**src/hdl/kmd_pkg.sv**
```systemverilog
`timescale 1ns / 1ps
`default_nettype none
// ---------------------------------------------------------------------------
// kmd_pkg
// Fixed field widths and reset constants of the key matrix debouncer.
// ---------------------------------------------------------------------------
package kmd_pkg;

  // Field widths fixed by the item format
  localparam int ROW_W = 3;
  localparam int LVL_W = 16;
  localparam int CFG_W = 8;

  // Debounce setting after reset, in scan ticks
  localparam logic [CFG_W-1:0] DEBOUNCE_RESET = 8'd5;

endpackage : kmd_pkg
`default_nettype wire

```
**src/hdl/kmd_ram.sv**
```systemverilog
`timescale 1ns / 1ps
`default_nettype none
// ---------------------------------------------------------------------------
// kmd_ram
// Generic simple dual-port RAM: one write port, one read port with a
// registered read; a read of the address being written returns old data.
// ---------------------------------------------------------------------------
module kmd_ram #(
  parameter int WIDTH = 8,
  parameter int DEPTH = 8
) (
  input  wire logic                                   clk,
  input  wire logic                                   wr_en,
  input  wire logic [((DEPTH > 1) ? $clog2(DEPTH) : 1)-1:0] wr_addr,
  input  wire logic [WIDTH-1:0]                       wr_data,
  input  wire logic                                   rd_en,
  input  wire logic [((DEPTH > 1) ? $clog2(DEPTH) : 1)-1:0] rd_addr,
  output logic      [WIDTH-1:0]                       rd_data
);

  logic [WIDTH-1:0] mem [DEPTH];

  always_ff @(posedge clk) begin
    if (wr_en) begin
      mem[wr_addr] <= wr_data;
    end
    if (rd_en) begin
      rd_data <= mem[rd_addr];
    end
  end

endmodule : kmd_ram
`default_nettype wire

```
**src/hdl/key_matrix_debouncer.sv**
```systemverilog
`timescale 1ns / 1ps
`default_nettype none
// ---------------------------------------------------------------------------
// key_matrix_debouncer
// Per-key deferred debounce for a scanned key matrix, row state in a RAM.
// ---------------------------------------------------------------------------
// Each transfer on the in_ channel carries one row's raw column levels; with
// in_scan_start set the wrapping scan tick advances before the row is
// handled. A key whose raw level differs from its last sample is stamped
// with the current tick; once the tick has moved more than debounce_ticks
// past the stamp the debounced level follows the raw level and the key is
// flagged in out_changed_mask. One row is taken per clock unless the output
// stalls, and one result per row is returned; the read of the per-row state
// RAM (last raw sample, debounced levels and all key stamps of a row in one
// word) is registered. A row written in the cycle before is forwarded, so
// the same row may follow itself directly. Row state starts at zero through
// per-row valid bits, so there is no clearing pass after reset. Rows at or
// beyond ROWS leave the state alone and report zero levels; columns at or
// beyond COLS read as zero. The user must write debounce_ticks through the
// cfg_ channel only while the block idles; the block does not enforce it.
// ---------------------------------------------------------------------------
module key_matrix_debouncer #(
  parameter int ROWS      = 8,
  parameter int COLS      = 16,
  parameter int TICK_BITS = 16
) (
  input  wire logic                         clk,
  input  wire logic                         rst_n,
  // configuration write channel
  input  wire logic                         cfg_valid,
  output logic                              cfg_ready,
  input  wire logic [kmd_pkg::CFG_W-1:0]    cfg_debounce_ticks,
  // row input channel
  input  wire logic                         in_valid,
  output logic                              in_ready,
  input  wire logic [kmd_pkg::ROW_W-1:0]    in_row_index,
  input  wire logic [kmd_pkg::LVL_W-1:0]    in_column_levels,
  input  wire logic                         in_scan_start,
  // result channel
  output logic                              out_valid,
  input  wire logic                         out_ready,
  output logic      [kmd_pkg::ROW_W-1:0]    out_row_out,
  output logic      [kmd_pkg::LVL_W-1:0]    out_debounced_levels,
  output logic      [kmd_pkg::LVL_W-1:0]    out_changed_mask,
  output logic                              out_any_change
);

  import kmd_pkg::*;

  // Active columns, address width and RAM word layout:
  // {stamps[ACT*TICK_BITS], debounced[ACT], last_raw[ACT]}
  localparam int ACT   = (COLS < LVL_W) ? COLS : LVL_W;
  localparam int AW    = (ROWS > 1) ? $clog2(ROWS) : 1;
  localparam int STW   = ACT * TICK_BITS;
  localparam int MEM_W = STW + 2 * ACT;

  // -------------------------------------------------------------------------
  // Configuration register
  // -------------------------------------------------------------------------
  logic [CFG_W-1:0] debounce_ticks_r;

  assign cfg_ready = 1'b1;

  always_ff @(posedge clk) begin
    if (!rst_n) begin
      debounce_ticks_r <= DEBOUNCE_RESET;
    end else if (cfg_valid && cfg_ready) begin
      debounce_ticks_r <= cfg_debounce_ticks;
    end
  end

  // -------------------------------------------------------------------------
  // Handshake: the pipeline advances whenever the output register is free
  // or its result is being taken in this cycle.
  // -------------------------------------------------------------------------
  logic in_accept;
  logic adv;
  logic out_valid_r;

  assign adv       = !out_valid_r || out_ready;
  assign in_ready  = adv;
  assign in_accept = in_valid && in_ready;

  // -------------------------------------------------------------------------
  // Stage 0: advance the tick, issue the row state read
  // -------------------------------------------------------------------------
  logic [TICK_BITS-1:0] tick_r;
  logic [TICK_BITS-1:0] tick_nxt;
  logic                 in_range;
  logic [AW-1:0]        rd_addr;

  assign tick_nxt = (in_accept && in_scan_start) ? tick_r + TICK_BITS'(1) : tick_r;
  assign in_range = (32'(in_row_index) < ROWS);
  // Park the read address on row 0 for rows outside the matrix
  assign rd_addr  = in_range ? AW'(in_row_index) : '0;

  always_ff @(posedge clk) begin
    if (!rst_n) begin
      tick_r <= '0;
    end else begin
      tick_r <= tick_nxt;
    end
  end

  // -------------------------------------------------------------------------
  // Stage 1 registers: the item whose row state the RAM is returning
  // -------------------------------------------------------------------------
  logic                 s1_valid_r;
  logic [ROW_W-1:0]     s1_row_r;
  logic [AW-1:0]        s1_addr_r;
  logic                 s1_in_range_r;
  logic [ACT-1:0]       s1_raw_r;
  logic [TICK_BITS-1:0] s1_tick_r;

  always_ff @(posedge clk) begin
    if (!rst_n) begin
      s1_valid_r <= 1'b0;
    end else if (adv) begin
      s1_valid_r <= in_accept;
    end
  end

  always_ff @(posedge clk) begin
    if (in_accept) begin
      s1_row_r      <= in_row_index;
      s1_addr_r     <= rd_addr;
      s1_in_range_r <= in_range;
      s1_raw_r      <= in_column_levels[ACT-1:0];
      s1_tick_r     <= tick_nxt;
    end
  end

  // -------------------------------------------------------------------------
  // Row state RAM, valid bits and write forwarding
  // -------------------------------------------------------------------------
  logic             wr_en;
  logic [MEM_W-1:0] wr_data;
  logic [MEM_W-1:0] mem_q;
  logic [ROWS-1:0]  row_valid_r;
  logic             fwd_valid_r;
  logic [AW-1:0]    fwd_addr_r;
  logic [MEM_W-1:0] fwd_data_r;
  logic [MEM_W-1:0] cur_rec;

  kmd_ram #(
    .WIDTH (MEM_W),
    .DEPTH (ROWS)
  ) u_row_ram (
    .clk     (clk),
    .wr_en   (wr_en),
    .wr_addr (s1_addr_r),
    .wr_data (wr_data),
    .rd_en   (in_accept),
    .rd_addr (rd_addr),
    .rd_data (mem_q)
  );

  // Write back as the item leaves stage 1
  assign wr_en = s1_valid_r && adv && s1_in_range_r;

  // Mark rows written since reset; hold the latest write for forwarding.
  // The latest write is always the newest copy of its row, so it may be
  // forwarded for as long as it is held.
  always_ff @(posedge clk) begin
    if (!rst_n) begin
      row_valid_r <= '0;
      fwd_valid_r <= 1'b0;
    end else if (wr_en) begin
      row_valid_r[s1_addr_r] <= 1'b1;
      fwd_valid_r            <= 1'b1;
    end
  end

  always_ff @(posedge clk) begin
    if (wr_en) begin
      fwd_addr_r <= s1_addr_r;
      fwd_data_r <= wr_data;
    end
  end

  always_comb begin
    if (fwd_valid_r && (fwd_addr_r == s1_addr_r)) begin
      cur_rec = fwd_data_r;
    end else if (row_valid_r[s1_addr_r]) begin
      cur_rec = mem_q;
    end else begin
      cur_rec = '0;
    end
  end

  // -------------------------------------------------------------------------
  // Stage 1 update: all columns of the row in parallel
  // -------------------------------------------------------------------------
  logic [ACT-1:0] prev_raw;
  logic [ACT-1:0] deb_old;
  logic [STW-1:0] stamp_old;
  logic [STW-1:0] stamp_new;
  logic [STW-1:0] age;
  logic [ACT-1:0] deb_new;
  logic [ACT-1:0] chg;

  assign prev_raw  = cur_rec[ACT-1:0];
  assign deb_old   = cur_rec[2*ACT-1:ACT];
  assign stamp_old = cur_rec[MEM_W-1:2*ACT];

  always_comb begin
    stamp_new = stamp_old;
    age       = '0;
    deb_new   = deb_old;
    chg       = '0;
    for (int c = 0; c < ACT; c++) begin
      // Restamp a key whose raw level moved
      if (s1_raw_r[c] != prev_raw[c]) begin
        stamp_new[c*TICK_BITS +: TICK_BITS] = s1_tick_r;
      end
      age[c*TICK_BITS +: TICK_BITS] = s1_tick_r - stamp_new[c*TICK_BITS +: TICK_BITS];
      // Follow the raw level once it has been stable long enough
      if ((age[c*TICK_BITS +: TICK_BITS] > TICK_BITS'(debounce_ticks_r)) &&
          (deb_old[c] != s1_raw_r[c])) begin
        deb_new[c] = s1_raw_r[c];
        chg[c]     = 1'b1;
      end
    end
  end

  assign wr_data = {stamp_new, deb_new, s1_raw_r};

  // -------------------------------------------------------------------------
  // Output register
  // -------------------------------------------------------------------------
  always_ff @(posedge clk) begin
    if (!rst_n) begin
      out_valid_r <= 1'b0;
    end else if (adv) begin
      out_valid_r <= s1_valid_r;
    end
  end

  always_ff @(posedge clk) begin
    if (adv && s1_valid_r) begin
      out_row_out <= s1_row_r;
      if (s1_in_range_r) begin
        out_debounced_levels <= LVL_W'(deb_new);
        out_changed_mask     <= LVL_W'(chg);
        out_any_change       <= |chg;
      end else begin
        // Drop rows outside the matrix: report nothing
        out_debounced_levels <= '0;
        out_changed_mask     <= '0;
        out_any_change       <= 1'b0;
      end
    end
  end

  assign out_valid = out_valid_r;

  // -------------------------------------------------------------------------
  // Assertions
  // -------------------------------------------------------------------------
  // An accepted row always reaches stage 1 on the next edge
  a_accept_to_s1: assert property (@(posedge clk) disable iff (!rst_n)
    in_accept |=> s1_valid_r)
    else $error("accepted row did not reach stage 1");

  // A write-back marks its row as holding valid state
  a_write_marks_row: assert property (@(posedge clk) disable iff (!rst_n)
    wr_en |=> row_valid_r[$past(s1_addr_r)])
    else $error("row valid bit not set after write-back");

  // Rows outside the matrix report zero levels and no change
  a_out_of_range_zero: assert property (@(posedge clk) disable iff (!rst_n)
    (out_valid_r && (32'(out_row_out) >= ROWS)) |->
      ((out_debounced_levels == '0) && (out_changed_mask == '0) && !out_any_change))
    else $error("row outside the matrix reported key state");

  // The change flag agrees with the change mask on every result
  a_any_change: assert property (@(posedge clk) disable iff (!rst_n)
    out_valid_r |-> (out_any_change == (out_changed_mask != '0)))
    else $error("any_change disagrees with changed_mask");

endmodule : key_matrix_debouncer
`default_nettype wire

```
**config.mk**
```make
export PLATFORM = sky130hd
export DESIGN_NAME = key_matrix_debouncer
export DESIGN_NICKNAME = d
export VERILOG_FILES = /design/src/hdl/kmd_pkg.sv /design/src/hdl/kmd_ram.sv /design/src/hdl/key_matrix_debouncer.sv
export SDC_FILE = /design/constraint.sdc
export NUM_CORES = 2
export LEC_CHECK = 0
export BUFFER_PORTS_ARGS = -buffer_cell sky130_fd_sc_hd__buf_2
export CELL_PAD_IN_SITES_DETAIL_PLACEMENT = 1
export CELL_PAD_IN_SITES_GLOBAL_PLACEMENT = 2
export CORE_AREA = 2 2 518 520
export CTS_BUF_LIST = sky130_fd_sc_hd__clkbuf_16
export CTS_CLUSTER_SIZE = 25
export DETAILED_ROUTE_END_ITERATION = 10
export DIE_AREA = 0 0 520 522
export GPL_ROUTABILITY_DRIVEN = 1
export HOLD_SLACK_MARGIN = 0.02
export PLACE_DENSITY = 0.91
export SYNTH_ARGS = -nofsm -noshare
export SYNTH_HDL_FRONTEND = slang
export SYNTH_SLANG_ARGS = --single-unit
export TNS_END_PERCENT = 100
```
**constraint.sdc**
```tcl
create_clock -name clk -period 93.6 [get_ports clk]
set_input_delay 14.04 -clock clk [delete_from_list [all_inputs] [get_ports clk]]
set_output_delay 14.04 -clock clk [all_outputs]
set_load 0.02 [all_outputs]
```
==> metrics.txt <==
remaining global-route overflow=0; worst reg2reg path depth=30; non-filler cells, final=between 10000 and 15000; Worst Path Max Fanout=6; fmax=~0.035 GHz; DIE WIDTH=520 um; vias in the first global route=approximately 84000; worst rel slew slack=between 8 and 9%; area grow syn2layout=10.95%; sequential fraction of the synthesis area=about 67%; async set or reset register ratio after synthesis=0%; largest net degree at the start of global routing=140; most common flop cell mapped by yosys=edfxtp_1; Final GP Congestion=0.8554; postcts setup bufs=0; clk_skew=0.04888 ns; H-tree levels=5; port buffer count=70; Clk Latency, worst-skew pair=just under 0.9 ns; post-route ant nets=0; row count=190; Slew Limit Fails=0; CP most frequent cell=buf_2; VDD IR-drop max=about 0.016 mV; Max-Cap Viols=0; Syn. warnings=0; crit path time final=about 29 ns; first-pass GRT wire length=roughly 560 mm; DP HPWL=215.0 mm; RR Endpoint=out_any_change; Core Area=roughly 0.27 mm2; power density cells=slightly above 20 mW/mm2; Vias/cell=roughly 6.5; antenna violations before repair=20; clock slew at reported path FFs=about 0.06 ns; RSZ-0062 raised after global routing=false; Mapped Area=around 0.13 mm2; Root Driver=clkbuf_16; PostCTS Resize Cnt=0; Slew @ Worst Pin=1.376 ns; vias=~80000; TritonRoute pass-1 iters=9; cell chain of the critical path=buf_2, nand2b_1, buf_2; CTS Buf Count=roughly 310; DRC=26; Hold Crit Depth=1; Setup Crit Path Kind=primary input to primary output; synthesized netlist cell count=8250; CTS max path bufs=4; Final Hold Viols=0; I/O pins=72; Fill cells=24410; routed wire length=between 300 and 400 mm; Hold Path End=row_valid_r[2]; startpoint types=primary input; share of cells above drive strength 1=between 10% and 20%; syn avg cell area=about 16 um2; die area=around 0.27 mm2; CTS tree=done; Nets=between 8000 and 9000; dpl cells=~12000; status=finished with violations; initial DRC count=~9000; GRT Total Usage=around 28%; Worst EP required=between 70 and 80 ns; WP data arrival=between 10 and 15 ns; Yosys reg bits=between 2000 and 3000; reg2reg start=s1_addr_r[2]; die height=between 500 and 600 um; TritonCTS Sinks=2970; failing checks=design-rule violations; Synth Net Count=8636; Static Leakage=51.07 nW; EDFF count, synth=a little under 3000; hold-fix buffers at CTS=0; WL/cell=around 32 um; slowest stage delay, CP=between 0.2 and 0.25 ns; final setup TNS=0 ns; flop2flop setup slack=between 80 and 90 ns; hold crit path type=flip-flop to flip-flop; Synth cell types=about 110; Initial Utilization=roughly half; CP endpoint kind=primary output; final worst-path cycle share=between 30 and 40%; Final setup viols=0; min-delay src=row_valid_r[2]; CP max-delay cell=nand2b_1
## synth_stat cells (17+ instances only)
| master | instances | area, um2 |
|---|---|---|
| edfxtp_1 | 2935 | 88130 |
| nand2_1 | 769 | 2887 |
| mux4_2 | 576 | 12970 |
| o21ai_0 | 357 | 1787 |
| ha_1 | 337 | 4217 |
| mux2_2 | 322 | 3626 |
| inv_1 | 309 | 1160 |
| a21oi_1 | 300 | 1501 |
| clkbuf_1 | 279 | 1047 |
| nor2_1 | 244 | 915.9 |
| mux2i_1 | 157 | 1572 |
| a21o_1 | 145 | 1089 |
| xnor2_1 | 140 | 1226 |
| nand3_1 | 114 | 570.6 |
| and2_1 | 110 | 688.2 |
| buf_1 | 98 | 367.9 |
| a31oi_1 | 68 | 425.4 |
| xor2_1 | 60 | 525.5 |
| nand2b_1 | 59 | 369.1 |
| and3_1 | 56 | 350.3 |
| nor2b_1 | 54 | 337.8 |
| nor3_1 | 49 | 245.2 |
| o21a_1 | 47 | 352.8 |
| nand4_1 | 42 | 262.8 |
| dfxtp_1 | 35 | 700.7 |
| a211oi_1 | 29 | 217.7 |
| o21bai_1 | 27 | 202.7 |
| a22oi_1 | 26 | 195.2 |
| a221oi_1 | 24 | 210.2 |
| buf_2 | 23 | 115.1 |
| buf_4 | 21 | 157.7 |
| o311ai_0 | 21 | 183.9 |
| o31ai_1 | 20 | 150.1 |
| o22ai_1 | 18 | 112.6 |
| a311o_1 | 17 | 170.2 |
## metrics by stage
stage	power (mW)	utilization (%)	setup slack, ns	area (um2)	hold WS [ns]
after global placement	1.836	51.55	65.02	137400	0.4418
after detailed placement	1.856	51.55	65.02	137400	0.4508
after floorplan	1.764	-	50.42	132500	0.4277
final	3.026	55.16	64.97	147000	0.4644
after CTS	3.035	55.15	64.96	147000	0.4642
after global routing	3.109	55.15	64.94	147000	0.4828
## power breakdown
part           switching [mW]  internal (mW)  leakage (nW)
sequential             0.0132           1.51          27.4
clock                   0.516          0.673          4.86
combinational           0.202          0.116          18.8
## worst max-delay path, delay by kind of cell
family,cells,cell delay [ns]
buffers and inverters,2,0.32
and+or+nand+nor,1,0.24
## routing by layer
layer / track usage (%) / share of wire [%] / vias up
li1: - / - / 32680
met1: 36.88 / 39 / 41490
met2: 46.66 / 49 / 3868
met3: 5.099 / 8.6 / 833
met4: 10.55 / 3.9 / 14
met5: 0 / 0.027 / -
## how the worst max path moves through the flow
| stage | startpoint | end | slack, ns |
|---|---|---|---|
| finish | out_ready | in_ready | 64.97 |
| CTS | out_ready | in_ready | 64.96 |
| floorplan | out_ready | u_row_ram.mem[0][0] | 50.42 |
| detailed placement | out_ready | in_ready | 65.02 |
| global route | out_ready | in_ready | 64.94 |
| global placement | out_ready | in_ready | 65.02 |
## final cells by class
cell class,instances,area [um2],area share (%)
antenna,6,15.01,0.01021
multi-input combinational,4542,40890,27.82
sequential,2970,88840,60.44
timing repair buffer,264,2049,1.394
tap,3552,4444,3.024
clock inverter,232,1800,1.225
clock buffer,311,7782,5.295
inverter,311,1167,0.7942
## layout by cell type, fill, tap and decap left out, types with 18 or more instances in the layout
cell type / synthesis / layout
xor2_1: 60 / 60
nand2_1: 769 / 769
nand3_1: 114 / 113
mux4_2: 576 / 576
clkinv_1: 1 / 72
clkinv_2: 0 / 47
a31oi_1: 68 / 67
a21o_1: 145 / 145
ha_1: 337 / 337
clkbuf_16: 0 / 311
a22oi_1: 26 / 26
o21ai_0: 357 / 357
buf_4: 21 / 177
buf_2: 23 / 67
o22ai_1: 18 / 18
and2_1: 110 / 108
a221oi_1: 24 / 24
nand4_1: 42 / 42
a21oi_1: 300 / 300
inv_1: 309 / 358
xnor2_1: 140 / 140
nor2_1: 244 / 238
dfxtp_1: 35 / 35
mux2i_1: 157 / 157
a211oi_1: 29 / 27
o311ai_0: 21 / 21
mux2_2: 322 / 322
o21a_1: 47 / 47
and3_1: 56 / 56
bufinv_16: 0 / 25
nor2b_1: 54 / 54
nand2b_1: 59 / 59
nor3_1: 49 / 47
edfxtp_1: 2935 / 2935
o31ai_1: 20 / 20
o21bai_1: 27 / 27
## logic make-up (layout without fill, tap and decap cells)
logic type,after synthesis,count (layout),synth area share (%)
compound gates,1337,1337,6.660
simple gates,1583,1583,5.516
mux,1056,1056,13.72
xor+xnor,200,200,1.322
other cells,1,7,0.002831
buf+inv,738,1118,2.206
fa+ha+maj,365,365,3.515
flops,2970,2970,67.05
## registers in the layout (all words and copies together), names as in the netlist
signal / cells
u_row_ram.mem: 2304
fwd_data_r: 288
u_row_ram.rd_data: 288
out_changed_mask: 16
s1_raw_r: 16
s1_tick_r: 16
tick_r: 16
debounce_ticks_r: 8
row_valid_r: 8
out_row_out: 3
s1_addr_r: 3
fwd_valid_r: 1
out_any_change: 1
out_valid: 1
s1_valid_r: 1
(Power assumes the default switching activity.)
